**config.mk**
```make
export PLATFORM = sky130hd
export DESIGN_NAME = priority_timer_table_flat
export DESIGN_NICKNAME = d
export VERILOG_FILES = /design/src/hw/rtl/ptt_pkg.sv /design/src/hw/rtl/ptt_if.sv /design/src/hw/rtl/priority_timer_table.sv /design/src/hw/rtl/ptt_alu.sv /design/src/hw/rtl/ptt_ram.sv /design/src/flat_wrapper.sv
export SDC_FILE = /design/constraint.sdc
export NUM_CORES = 2
export LEC_CHECK = 0
export BUFFER_PORTS_ARGS = -buffer_cell sky130_fd_sc_hd__buf_2
export CAP_MARGIN = 40
export CORE_UTILIZATION = 63
export DETAILED_ROUTE_END_ITERATION = 16
export GPL_ROUTABILITY_DRIVEN = 0
export PLACE_DENSITY = 0.78
export SETUP_SLACK_MARGIN = 0.15
export SYNTH_ARGS = -nofsm -noshare
export SYNTH_HDL_FRONTEND = slang
export SYNTH_HIERARCHICAL = 1
export SYNTH_SLANG_ARGS = --single-unit
```
**constraint.sdc**
```tcl
create_clock -name clk -period 16.24 [get_ports clk]
set_clock_uncertainty 0.15 [all_clocks]
set_input_delay 3.248 -clock clk [delete_from_list [all_inputs] [get_ports clk]]
set_output_delay 3.248 -clock clk [all_outputs]
set_load 0.01 [all_outputs]
```
**src/hw/rtl/ptt_pkg.sv**
```systemverilog
// ----------------------------------------------------------------------------
// ptt_pkg
// shared widths, codes and types of the priority timer table
// ----------------------------------------------------------------------------
package ptt_pkg;

  localparam int TIME_W          = 48;
  localparam int ID_W            = 32;
  localparam int PERIOD_W        = 32;
  localparam int PRIO_W          = 2;
  localparam int PRIO_LEVELS     = 1 << PRIO_W;
  localparam int ACTION_W        = 2;
  localparam int KIND_W          = 2;
  localparam int STATUS_W        = 2;
  localparam int MAX_RESULTS     = 16;
  localparam int RES_CNT_W       = $clog2(MAX_RESULTS);
  localparam int DEF_TABLE_DEPTH = 16;

  // input actions
  localparam logic [ACTION_W-1:0] ACT_SCHEDULE = 2'd0;
  localparam logic [ACTION_W-1:0] ACT_CANCEL   = 2'd1;
  localparam logic [ACTION_W-1:0] ACT_TICK     = 2'd2;

  // result kinds
  localparam logic [KIND_W-1:0] KIND_SCHED   = 2'd0;
  localparam logic [KIND_W-1:0] KIND_CANCEL  = 2'd1;
  localparam logic [KIND_W-1:0] KIND_FIRED   = 2'd2;
  localparam logic [KIND_W-1:0] KIND_NOTHING = 2'd3;

  // result status
  localparam logic [STATUS_W-1:0] STATUS_OK          = 2'd0;
  localparam logic [STATUS_W-1:0] STATUS_NOT_RUNNING = 2'd1;
  localparam logic [STATUS_W-1:0] STATUS_FULL        = 2'd2;
  localparam logic [STATUS_W-1:0] STATUS_NOT_FOUND   = 2'd3;

  typedef enum logic {
    ALU_ADD_SAT,
    ALU_SUB
  } alu_op_t;

  typedef struct packed {
    alu_op_t             op;
    logic [TIME_W-1:0]   a;
    logic [TIME_W-1:0]   b;
  } alu_req_t;

  typedef struct packed {
    logic [TIME_W-1:0]   sum;
    logic                carry;
  } alu_res_t;

  typedef struct packed {
    logic [TIME_W-1:0]   expiry;
    logic [PERIOD_W-1:0] period;
    logic                rpt;
    logic [PRIO_W-1:0]   prio;
    logic [ID_W-1:0]     id;
  } entry_t;

endpackage

```
**src/hw/rtl/ptt_if.sv**
```systemverilog
// ----------------------------------------------------------------------------
// ptt_if
// command and result channels of the priority timer table
// ----------------------------------------------------------------------------
interface ptt_cmd_if import ptt_pkg::*; ();
  logic                  valid;
  logic                  ready;
  logic [ACTION_W-1:0]   action;
  logic [TIME_W-1:0]     when;
  logic                  relative;
  logic [PERIOD_W-1:0]   interval;
  logic                  repeating;
  logic [PRIO_W-1:0]     priority_req;
  logic [ID_W-1:0]       cancel_id;

  modport source (
    output valid, action, when, relative, interval, repeating, priority_req, cancel_id,
    input  ready
  );
  modport sink (
    input  valid, action, when, relative, interval, repeating, priority_req, cancel_id,
    output ready
  );
endinterface

interface ptt_res_if import ptt_pkg::*; ();
  logic                  valid;
  logic                  ready;
  logic [KIND_W-1:0]     kind;
  logic [STATUS_W-1:0]   status;
  logic [ID_W-1:0]       tmr_id;
  logic [PRIO_W-1:0]     fired_priority;
  logic                  last;

  modport source (
    output valid, kind, status, tmr_id, fired_priority, last,
    input  ready
  );
  modport sink (
    input  valid, kind, status, tmr_id, fired_priority, last,
    output ready
  );
endinterface

```
**src/hw/rtl/priority_timer_table.sv**
```systemverilog
// schedule: decode, adder step, reply; cancel: scan until the id matches or the
// last slot; tick: time step, full scan, then one pick and fire per expired entry
// up to MAX_RESULTS; throughput: one command at a time; a tick is held by the walk
// over the single read port and by stalls on the result channel
// reset: synchronous, active high; time, id counter, valid bits and enable
// clear at once, entry contents need no clearing
// ----------------------------------------------------------------------------
// priority_timer_table
// table of pending timers with prioritised expiry and periodic re-arm
// ----------------------------------------------------------------------------
module priority_timer_table import ptt_pkg::*; #(
  parameter int TABLE_DEPTH = DEF_TABLE_DEPTH
) (
  input  logic   clk,
  input  logic   rst,
  input  logic   cfg_wr_en,
  input  logic   cfg_wr_data,
  ptt_cmd_if.sink   cmd,
  ptt_res_if.source res
);

  localparam int AW = $clog2(TABLE_DEPTH);
  localparam logic [AW:0]          DEPTH_CNT = (AW+1)'(TABLE_DEPTH);
  localparam logic [AW-1:0]        LAST_SLOT = AW'(TABLE_DEPTH - 1);
  localparam logic [RES_CNT_W-1:0] LAST_RES  = RES_CNT_W'(MAX_RESULTS - 1);

  typedef enum logic [2:0] {
    S_IDLE,
    S_DECODE,
    S_SCHED,
    S_TICK_INC,
    S_SCAN,
    S_PICK,
    S_FIRE,
    S_REPLY
  } state_t;

  state_t state;

  // latched command word
  logic [ACTION_W-1:0] act_q;
  logic [TIME_W-1:0]   when_q;
  logic                rel_q;
  logic [PERIOD_W-1:0] interval_q;
  logic                rpt_q;
  logic [PRIO_W-1:0]   prio_q;
  logic [ID_W-1:0]     cid_q;

  // block state
  logic                enable;
  logic [TIME_W-1:0]   current_time;
  logic [ID_W-1:0]     id_counter;
  logic [ID_W-1:0]     id_next;
  logic [TABLE_DEPTH-1:0] entry_valid;
  logic [PRIO_W-1:0]   entry_prio [TABLE_DEPTH];   // copy of priority for the selector

  // tick bookkeeping
  logic [TABLE_DEPTH-1:0] expired;                 // snapshot taken after the time step
  logic [AW:0]         iss_cnt;                    // scan read address counter
  logic                rd_vld;                     // read word present this cycle
  logic [AW-1:0]       rd_slot;
  logic [AW-1:0]       fire_slot;
  logic [RES_CNT_W-1:0] fired_n;

  // pending single-word reply
  logic [KIND_W-1:0]   rep_kind;
  logic [STATUS_W-1:0] rep_status;
  logic [ID_W-1:0]     rep_id;

  // output register
  logic                out_valid;
  logic [KIND_W-1:0]   out_kind;
  logic [STATUS_W-1:0] out_status;
  logic [ID_W-1:0]     out_id;
  logic [PRIO_W-1:0]   out_prio;
  logic                out_last;
  logic                out_free;
  logic                out_load;

  // store and shared unit
  logic                ram_we;
  logic [AW-1:0]       ram_waddr;
  entry_t              ram_wdata;
  logic                ram_re;
  logic [AW-1:0]       ram_raddr;
  entry_t              ram_rdata;
  alu_req_t            alu_req;
  alu_res_t            alu_res;

  // slot selection
  logic [AW-1:0]          free_slot;
  logic                   table_full;
  logic [TABLE_DEPTH-1:0] prio_mask [PRIO_LEVELS];
  logic [TABLE_DEPTH-1:0] cand;
  logic [AW-1:0]          pick_slot;
  logic                   fire_last;
  logic                   cancel_hit;

  assign cmd.ready = (state == S_IDLE);

  assign res.valid          = out_valid;
  assign res.kind           = out_kind;
  assign res.status         = out_status;
  assign res.tmr_id         = out_id;
  assign res.fired_priority = out_prio;
  assign res.last           = out_last;

  assign out_free   = !out_valid || res.ready;
  // a word is loaded into the output register this cycle
  assign out_load   = out_free && (state inside {S_FIRE, S_REPLY});
  assign id_next    = id_counter + ID_W'(1);
  assign table_full = &entry_valid;

  // lowest free slot
  always_comb begin
    free_slot = '0;
    for (int i = TABLE_DEPTH - 1; i >= 0; i--) begin
      if (!entry_valid[i]) begin
        free_slot = AW'(i);
      end
    end
  end

  // expired entries split by priority, highest non-empty class wins,
  // then the lowest slot within it
  always_comb begin
    for (int p = 0; p < PRIO_LEVELS; p++) begin
      for (int i = 0; i < TABLE_DEPTH; i++) begin
        prio_mask[p][i] = expired[i] && (entry_prio[i] == PRIO_W'(p));
      end
    end
    cand = '0;
    for (int p = 0; p < PRIO_LEVELS; p++) begin
      if (|prio_mask[p]) begin
        cand = prio_mask[p];
      end
    end
    pick_slot = '0;
    for (int i = TABLE_DEPTH - 1; i >= 0; i--) begin
      if (cand[i]) begin
        pick_slot = AW'(i);
      end
    end
  end

  // final word of a tick: nothing left expired, or the result budget is used up
  assign fire_last  = !(|expired) || (fired_n == LAST_RES);
  assign cancel_hit = entry_valid[rd_slot] && (ram_rdata.id == cid_q);

  // shared adder operands per step
  always_comb begin
    alu_req.op = ALU_ADD_SAT;
    alu_req.a  = ram_rdata.expiry;
    alu_req.b  = {{(TIME_W-PERIOD_W){1'b0}}, ram_rdata.period};
    case (state)
      S_SCHED: begin
        alu_req.a = rel_q ? current_time : '0;
        alu_req.b = when_q;
      end
      S_TICK_INC: begin
        alu_req.a = current_time;
        alu_req.b = TIME_W'(1);
      end
      S_SCAN: begin
        // carry set when now >= expiry
        alu_req.op = ALU_SUB;
        alu_req.a  = current_time;
        alu_req.b  = ram_rdata.expiry;
      end
      default: begin
      end
    endcase
  end

  ptt_alu u_alu (
    .req (alu_req),
    .res (alu_res)
  );

  // store port control
  always_comb begin
    ram_we    = 1'b0;
    ram_waddr = free_slot;
    ram_wdata = ram_rdata;
    ram_re    = 1'b0;
    ram_raddr = iss_cnt[AW-1:0];
    case (state)
      S_SCHED: begin
        ram_we    = 1'b1;
        ram_wdata = '{expiry: alu_res.sum, period: interval_q, rpt: rpt_q,
                      prio: prio_q, id: id_next};
      end
      S_SCAN: begin
        ram_re = (iss_cnt < DEPTH_CNT);
      end
      S_PICK: begin
        ram_re    = |expired;
        ram_raddr = pick_slot;
      end
      S_FIRE: begin
        // re-arm writes back the fetched entry with the new expiry
        ram_we           = out_free && ram_rdata.rpt;
        ram_waddr        = fire_slot;
        ram_wdata.expiry = alu_res.sum;
      end
      default: begin
      end
    endcase
  end

  ptt_ram #(
    .DEPTH (TABLE_DEPTH)
  ) u_ram (
    .clk   (clk),
    .we    (ram_we),
    .waddr (ram_waddr),
    .wdata (ram_wdata),
    .re    (ram_re),
    .raddr (ram_raddr),
    .rdata (ram_rdata)
  );

  always_ff @(posedge clk) begin
    if (rst) begin
      state        <= S_IDLE;
      enable       <= 1'b0;
      current_time <= '0;
      id_counter   <= '0;
      entry_valid  <= '0;
      expired      <= '0;
      iss_cnt      <= '0;
      rd_vld       <= 1'b0;
      fired_n      <= '0;
      out_valid    <= 1'b0;
    end else begin
      if (cfg_wr_en) begin
        enable <= cfg_wr_data;
      end
      if (out_load) begin
        out_valid <= 1'b1;
      end else if (res.ready) begin
        out_valid <= 1'b0;
      end
      // a read issued during the scan returns next cycle
      rd_vld <= (state == S_SCAN) && (iss_cnt < DEPTH_CNT);

      case (state)
        S_IDLE: begin
          if (cmd.valid) begin
            act_q      <= cmd.action;
            when_q     <= cmd.when;
            rel_q      <= cmd.relative;
            interval_q <= cmd.interval;
            rpt_q      <= cmd.repeating;
            prio_q     <= cmd.priority_req;
            cid_q      <= cmd.cancel_id;
            state      <= S_DECODE;
          end
        end

        S_DECODE: begin
          iss_cnt <= '0;
          case (act_q)
            ACT_SCHEDULE: begin
              rep_kind <= KIND_SCHED;
              rep_id   <= '0;
              if (!enable) begin
                rep_status <= STATUS_NOT_RUNNING;
                state      <= S_REPLY;
              end else if (table_full) begin
                rep_status <= STATUS_FULL;
                state      <= S_REPLY;
              end else begin
                state <= S_SCHED;
              end
            end
            ACT_CANCEL: begin
              state <= S_SCAN;
            end
            ACT_TICK: begin
              state <= S_TICK_INC;
            end
            default: begin
              // unknown action: no effect, no word
              state <= S_IDLE;
            end
          endcase
        end

        S_SCHED: begin
          entry_valid[free_slot] <= 1'b1;
          entry_prio[free_slot]  <= prio_q;
          id_counter             <= id_next;
          rep_kind               <= KIND_SCHED;
          rep_status             <= STATUS_OK;
          rep_id                 <= id_next;
          state                  <= S_REPLY;
        end

        S_TICK_INC: begin
          current_time <= alu_res.sum;
          expired      <= '0;
          state        <= S_SCAN;
        end

        S_SCAN: begin
          // reads issue one slot a cycle, the compare works on the registered read word
          if (iss_cnt < DEPTH_CNT) begin
            iss_cnt <= iss_cnt + (AW+1)'(1);
            rd_slot <= iss_cnt[AW-1:0];
          end
          if (rd_vld) begin
            if (act_q == ACT_CANCEL) begin
              rep_kind <= KIND_CANCEL;
              rep_id   <= cid_q;
              if (cancel_hit) begin
                entry_valid[rd_slot] <= 1'b0;
                rep_status           <= STATUS_OK;
                state                <= S_REPLY;
              end else if (rd_slot == LAST_SLOT) begin
                rep_status <= STATUS_NOT_FOUND;
                state      <= S_REPLY;
              end
            end else begin
              if (entry_valid[rd_slot] && alu_res.carry) begin
                expired[rd_slot] <= 1'b1;
              end
              if (rd_slot == LAST_SLOT) begin
                fired_n <= '0;
                state   <= S_PICK;
              end
            end
          end
        end

        S_PICK: begin
          if (|expired) begin
            fire_slot          <= pick_slot;
            expired[pick_slot] <= 1'b0;
            state              <= S_FIRE;
          end else begin
            rep_kind   <= KIND_NOTHING;
            rep_status <= STATUS_OK;
            rep_id     <= '0;
            state      <= S_REPLY;
          end
        end

        S_FIRE: begin
          if (out_free) begin
            out_kind   <= KIND_FIRED;
            out_status <= STATUS_OK;
            out_id     <= ram_rdata.id;
            out_prio   <= ram_rdata.prio;
            out_last   <= fire_last;
            fired_n    <= fired_n + RES_CNT_W'(1);
            if (!ram_rdata.rpt) begin
              entry_valid[fire_slot] <= 1'b0;
            end
            state <= fire_last ? S_IDLE : S_PICK;
          end
        end

        S_REPLY: begin
          if (out_free) begin
            out_kind   <= rep_kind;
            out_status <= rep_status;
            out_id     <= rep_id;
            out_prio   <= '0;
            out_last   <= 1'b1;
            state      <= S_IDLE;
          end
        end

        default: begin
          state <= S_IDLE;
        end
      endcase
    end
  end

endmodule

```
**src/hw/rtl/ptt_alu.sv**
```systemverilog
// ----------------------------------------------------------------------------
// ptt_alu
// shared 48-bit adder: saturating add or subtract with carry as a >= b
// ----------------------------------------------------------------------------
module ptt_alu import ptt_pkg::*; (
  input  alu_req_t req,
  output alu_res_t res
);

  logic [TIME_W-1:0] b_eff;
  logic [TIME_W:0]   total;
  logic              is_sub;

  assign is_sub = (req.op == ALU_SUB);
  assign b_eff  = is_sub ? ~req.b : req.b;
  assign total  = {1'b0, req.a} + {1'b0, b_eff} + {{TIME_W{1'b0}}, is_sub};

  assign res.carry = total[TIME_W];
  // saturate on overflow of an add
  assign res.sum   = (!is_sub && total[TIME_W]) ? {TIME_W{1'b1}} : total[TIME_W-1:0];

endmodule

```
**src/hw/rtl/ptt_ram.sv**
```systemverilog
// ----------------------------------------------------------------------------
// ptt_ram
// timer entry store, one write and one registered read port
// ----------------------------------------------------------------------------
module ptt_ram import ptt_pkg::*; #(
  parameter int DEPTH = DEF_TABLE_DEPTH,
  localparam int AW   = $clog2(DEPTH)
) (
  input  logic          clk,
  input  logic          we,
  input  logic [AW-1:0] waddr,
  input  entry_t        wdata,
  input  logic          re,
  input  logic [AW-1:0] raddr,
  output entry_t        rdata
);

  entry_t mem [DEPTH];

  always_ff @(posedge clk) begin
    if (we) begin
      mem[waddr] <= wdata;
    end
    if (re) begin
      rdata <= mem[raddr];
    end
  end

endmodule

```
**src/flat_wrapper.sv**
```systemverilog
// flat-port wrapper written by rule: the top's interface ports become plain ports
module priority_timer_table_flat import ptt_pkg::*;
#(
  parameter int TABLE_DEPTH = DEF_TABLE_DEPTH
)
  (clk, rst, cfg_wr_en, cfg_wr_data, cmd_valid, cmd_action, cmd_when, cmd_relative, cmd_interval, cmd_repeating, cmd_priority_req, cmd_cancel_id, cmd_ready, res_valid, res_kind, res_status, res_tmr_id, res_fired_priority, res_last, res_ready);
  ptt_cmd_if cmd_i ();
  ptt_res_if res_i ();
  input  logic clk;
  input  logic rst;
  input  logic cfg_wr_en;
  input  logic cfg_wr_data;
  input wire logic [$bits(cmd_i.valid)-1:0] cmd_valid;
  input wire logic [$bits(cmd_i.action)-1:0] cmd_action;
  input wire logic [$bits(cmd_i.when)-1:0] cmd_when;
  input wire logic [$bits(cmd_i.relative)-1:0] cmd_relative;
  input wire logic [$bits(cmd_i.interval)-1:0] cmd_interval;
  input wire logic [$bits(cmd_i.repeating)-1:0] cmd_repeating;
  input wire logic [$bits(cmd_i.priority_req)-1:0] cmd_priority_req;
  input wire logic [$bits(cmd_i.cancel_id)-1:0] cmd_cancel_id;
  output wire logic [$bits(cmd_i.ready)-1:0] cmd_ready;
  output wire logic [$bits(res_i.valid)-1:0] res_valid;
  output wire logic [$bits(res_i.kind)-1:0] res_kind;
  output wire logic [$bits(res_i.status)-1:0] res_status;
  output wire logic [$bits(res_i.tmr_id)-1:0] res_tmr_id;
  output wire logic [$bits(res_i.fired_priority)-1:0] res_fired_priority;
  output wire logic [$bits(res_i.last)-1:0] res_last;
  input wire logic [$bits(res_i.ready)-1:0] res_ready;
  assign cmd_i.valid = cmd_valid;
  assign cmd_i.action = cmd_action;
  assign cmd_i.when = cmd_when;
  assign cmd_i.relative = cmd_relative;
  assign cmd_i.interval = cmd_interval;
  assign cmd_i.repeating = cmd_repeating;
  assign cmd_i.priority_req = cmd_priority_req;
  assign cmd_i.cancel_id = cmd_cancel_id;
  assign cmd_ready = cmd_i.ready;
  assign res_valid = res_i.valid;
  assign res_kind = res_i.kind;
  assign res_status = res_i.status;
  assign res_tmr_id = res_i.tmr_id;
  assign res_fired_priority = res_i.fired_priority;
  assign res_last = res_i.last;
  assign res_i.ready = res_ready;
  priority_timer_table #(.TABLE_DEPTH(TABLE_DEPTH)) u_core (.clk(clk), .rst(rst), .cfg_wr_en(cfg_wr_en), .cfg_wr_data(cfg_wr_data), .cmd(cmd_i), .res(res_i));
endmodule
```
# Word level (Yosys, flattened, before mapping)
# Memories as Yosys holds them, arrays and structs flattened. A register that Yosys moved wholly into a read port is not among the register bits.
# Cells that the tools add are included.
# word_totals
regBits	328
ramBits	1872
input_bits	124
output_inout_bits	41
n_memories	2
# op_classes
n_addsub	5
magnitude_cmp	9
eq_ne	77
muxes	129
bitwise	10
n_reduce_logical	122
# memory_table
name	words	width	rd	rd_clocked_by_memory_dff	wr	line_no	source
u_core.u_ram.mem	16	115	1	1	1	ptt_ram.sv:18	entry_t mem [DEPTH];
u_core.entry_prio	16	2	16	0	1	priority_timer_table.sv:55	logic [PRIO_W-1:0] entry_prio [TABLE_DEPTH];
# op_table
operator	n
96-bit one-hot mux with 3 select lines	1
16-bit 2-to-1 mux	13
32-bit 2-to-1 mux	6
48-bit 2-to-1 mux	4
4-bit 2-to-1 mux	38
32-bit one-hot mux with 4 select lines	1
16-bit one-hot mux with 3 select lines	2
16-bit OR reduction	5
1-bit logical AND	74
67-bit 2-to-1 mux	1
2-bit equality test (second input constant)	33
32-bit one-hot mux with 2 select lines	1
48-bit by 48-bit adder with 49-bit output	1
49-bit by 1-bit adder with 49-bit output	1
16-bit AND	3
16-bit inverter	3
48-bit inverter	1
2-bit by 1-bit equality test with 1-bit output (second input constant)	17
2-bit zero test	17
2-bit 2-to-1 mux	17
3-bit 2-to-1 mux	11
32-bit by 1-bit adder with 32-bit output (second input constant)	1
32-bit equality test	1
16-bit OR	2
39 further kinds	98

# Depth between registers and ports, before layout
# An unclocked memory read counts as a cell.
# depth
ltp_word	32
depth_mapped	26
ltp_nobuf	22

# Modules after synthesis
# The synthesis kept the hierarchy.
# modules_own_cells
module	instances	cells_each	area_each_um2	seq_area_each_um2
ptt_ram	1	2940	72238.0	58706.3
priority_timer_table	1	2030	18763.0	9539.1
ptt_alu	1	565	3854.9	0.0

# Least setup slack after synthesis
# No wires, ideal clock.
# synth_timing
kind	input port to flip-flop
startpoint	input port res_ready
endpoint	memory u_core/u_ram/mem[0][0] (netlist name) (enable)
arrival_ns	11.919
path_slack_ns	3.442
cell_stages	6
cell_sequence	nor2b_1 nor2_1 nand2_1 nand2_1 or3b_1 nor3_1
# synth_via
elab_chain_cells	5
# synth_lines
item	line_no	source
from (decl)	flat_wrapper.sv:28	input wire logic [$bits(res_i.ready)-1:0] res_ready;
1-bit logical OR	priority_timer_table.sv:108	assign out_free = !out_valid || res.ready;
1-bit logical AND	priority_timer_table.sv:202	ram_we = out_free && ram_rdata.rpt;
1-bit one-hot mux with 2 select lines	priority_timer_table.sv:187	case (state)
named net u_core.ram_we	priority_timer_table.sv:81	logic ram_we;
1-bit 2-to-1 mux	ptt_ram.sv:21	if (we) begin
1-bit 2-to-1 mux (implied by the code)	ptt_ram.sv:22	mem[waddr] <= wdata;
to (decl)	ptt_ram.sv:18	
# The timed path passes the listed nets, and every way through them passes these cells.

==> results.yml <==
drt:
  num_vias: 55345
  wirelength_mm: 248
  first_pass_iters: 12
  drt-vias-per-instance: 6.99
  wl_per_cell_microns: 31.4
  drt_iter0_markers: 7799
  ant_nets: 0
  route.detailed.drc: 2
critical_path:
  arrival_ns: 8.96
  worstSetupPathType: "reg -> reg"
  path_max_fanout: 37
  startpoint_type: "flop"
  end_kind: "flop"
  cp.required_ns: 16.83
floorplan:
  io_pins: 165
  die_y_microns: 390
  dieArea_sq_mm: 0.152
  initial_core_util_pct: 63.4
  die_w_microns: 390
  core.rowCount: 142
  core-area_sq_mm: 0.150
clock_tree:
  cts_hold_buf: 0
  cts_tree: "done"
  clk_transition_reported_paths_ns: 0.06
  clkLatencyLatePin_ns: 0.86
  cts.htree.levels: 4
  cts_setup_buffers: 0
  cts_buffer_depth: 3
  clockRootBuffer: "clkbuf_16"
  cts_num_sinks: 2315
  cts_inserted_buffers: 217
  cts_resized: 0
grt:
  antenna_found_initial: 3
  grt_max_degree: 119
  grt_pass1_wl_mm: 363
  grt_pass1_vias: 55020
  grt.overflow.total: 0
  grt_usage_pct: 32.9
outcome:
  violations: "design-rule violations"
  status: "finished with violations"
final_layout:
  area_growth_pct: 11.3
  nets: 5895
  fin_area_sq_mm: 0.106
  n_fill_cell: 8947
  final_layout_size_suffix_gt1_share_pct: 20.4
logic_synthesis:
  seq_area_frac_synth_pct: 71.9
  netlist_instances: 5535
  synth_seq_cells: 2315
  syn-cell-area_sq_mm: 0.0949
  synth_ff_type: "edfxtp_1"
  syn_avg_cell_area_sq_um: 17.1
  ys_types: 100
  yosysWarnings: 6
  synth_async_sr_flop_share_pct: 0
  synth-edff-count: 2188
  syn-num-nets: 5713
run:
  maxCapViolCount: 0
pwr:
  max-vdd-ir-drop_uv: 138
  p_leak_nw: 34.2
  power.density_mw_per_mm2: 180
placement:
  port_buffers: 164
  placed_cell_area_sq_mm: 0.0983
  place_hpwl_mm: 130
  dp_slack_ns: 8.45
timing:
  fin_crit_ns: 8.37
  fin_crit_sh_pct: 51.5
  timing.fmax_ghz: 0.120
  worst_pin_slew_ns: 1.24
  setup_slack_ns: 7.87
  finalSetupTns_ns: 0
  slew_headroom_pct: 17.6
  setup_viol: 0
  finalHoldViolations: 0
  report.final.slew_viol_count: 0
  rsz0062_at_grt: "false"
worst_hold_path:
  min_path_type: "reg -> reg"
[layout by cell type, fill, tap and decap left out, types with 16 or more instances in the layout]
master,n
ha_1,53
buf_2,168
a211oi_1,19
nor3_1,35
xnor2_1,73
and3_1,16
nand3_1,61
nor3b_1,21
clkinv_1,34
clkbuf_16,220
buf_4,73
o21ai_0,92
buf_16,20
a22oi_1,240
a31oi_1,51
a21oi_1,188
edfxtp_1,2188
nand4_1,43
mux2_2,33
dfxtp_1,126
nor2_1,161
nand3b_1,32
xor2_1,92
or3_1,20
inv_1,39
clkbuf_1,40
a221oi_1,36
clkinv_2,55
nor2_4,18
nor4_1,17
buf_12,16
nand2b_1,18
a21o_1,65
bufinv_16,24
nand2_1,734
a22o_1,65
mux4_2,465
[cell families (layout without fill, tap and decap cells)]
family                   count (synthesis)  in the layout  synth area share, %
AO/OA/AOI/OAI                          881            881                 6.51
multiplexers                           505            505                 11.5
other                                    0              1                    0
flip-flops                            2315           2315                 71.9
buffers and inverters                  360            731                 1.89
AND/OR/NAND/NOR                       1255           1255                 5.91
XOR/XNOR                               165            165                 1.52
adder cells (fa/ha/maj)                 54             54                0.720
[synth_stat cells, types with 53 or more instances]
master / count / share of area [%]
a21oi_1: 188 / 0.99
ha_1: 53 / 0.70
nor2_1: 179 / 0.71
a21o_1: 65 / 0.51
edfxtp_1: 2188 / 69
o21ai_0: 93 / 0.49
nand3_1: 62 / 0.33
a22o_1: 65 / 0.60
nand2_1: 738 / 2.9
xor2_1: 92 / 0.85
clkbuf_1: 172 / 0.68
dfxtp_1: 127 / 2.7
a22oi_1: 240 / 1.9
xnor2_1: 73 / 0.67
mux4_2: 465 / 11
[path summary, 6_finish.rpt]
path | startpoint | to | slack (ns) | cells past startpoint
worst min register to register | u_core/current_time[11] | u_core/current_time[11] | 0.31 | 2
worst max-delay path | u_core/state[2] | u_core/expired[4] | 7.87 | 23
worst min-delay path | u_core/current_time[11] | u_core/current_time[11] | 0.31 | 2
worst max register to register | u_core/state[2] | u_core/expired[4] | 7.87 | 23
[stage by stage]
step                      total power, W  hold slack, ns  cells  util [%]
after floorplan                   0.0122           0.287   5535         -
after global placement            0.0134           0.292   7482      65.3
after detailed placement          0.0136           0.297   7512      65.7
after CTS                         0.0189           0.305   7920      70.6
after global routing              0.0197           0.319   7922      70.6
final                             0.0190           0.309   7923      70.6
[metal layers]
layer	wire length, microns	track usage (%)	up-vias	part of all wire (%)
li1	-	-	22457	-
met1	88200	45.8	27816	36
met2	117000	51.5	4350	47
met3	31200	6.40	720	13
met4	11500	14.1	2	4.6
met5	12	0	-	0.0048
[final cells by class]
class / instances / area [sq um] / share of cell area, %
inverter: 43 / 164 / 0.155
antenna: 1 / 2.50 / 0.00237
clock inverter: 137 / 1480 / 1.40
multi-input combinational: 2860 / 25100 / 23.7
timing repair buffer: 280 / 2300 / 2.17
sequential: 2315 / 68200 / 64.6
clock buffer: 271 / 5810 / 5.50
tap: 2016 / 2520 / 2.39
[where the power goes]
group	total, W	internal (W)	switching, W
sequential	0.00791	0.00766	0.000246
combinational	0.00587	0.00201	0.00386
clock	0.00518	0.00293	0.00225
total	0.0190	0.0126	0.00636
[sequential cells by signal (all words and copies together), names as in the netlist, 32 cells and up]
signal and count:
u_core/u_ram/mem 1840, u_core/u_ram/rdata 115, u_core/current_time 48, u_core/when_q 48
u_core/cid_q 32, u_core/entry_prio 32, u_core/id_counter 32, u_core/interval_q 32
u_core/rep_id 32, u_core/res.tmr_id 32
[worst max-delay path, stage by stage (launching register included)]
cell and delay [ns]:
dfxtp_4 0.45, inv_1 0.17, nor2_1 0.43, nand2_1 0.57, inv_4 0.63, buf_4 0.53, buf_4 0.58, xor2_1 0.29
inv_1 0.09, fa_1 0.39, nand2b_1 0.18, a21oi_1 0.31, o21a_1 0.23, o211ai_1 0.20, a21oi_1 0.52, or2_2 0.28
nor2_1 0.07, o21ai_0 0.64, nand2_1 0.22, a21oi_1 0.30, nand2_1 0.13, nor3_1 0.40, a21oi_1 0.16, a311oi_2 0.27
Power figures use the tool's default switching activity.
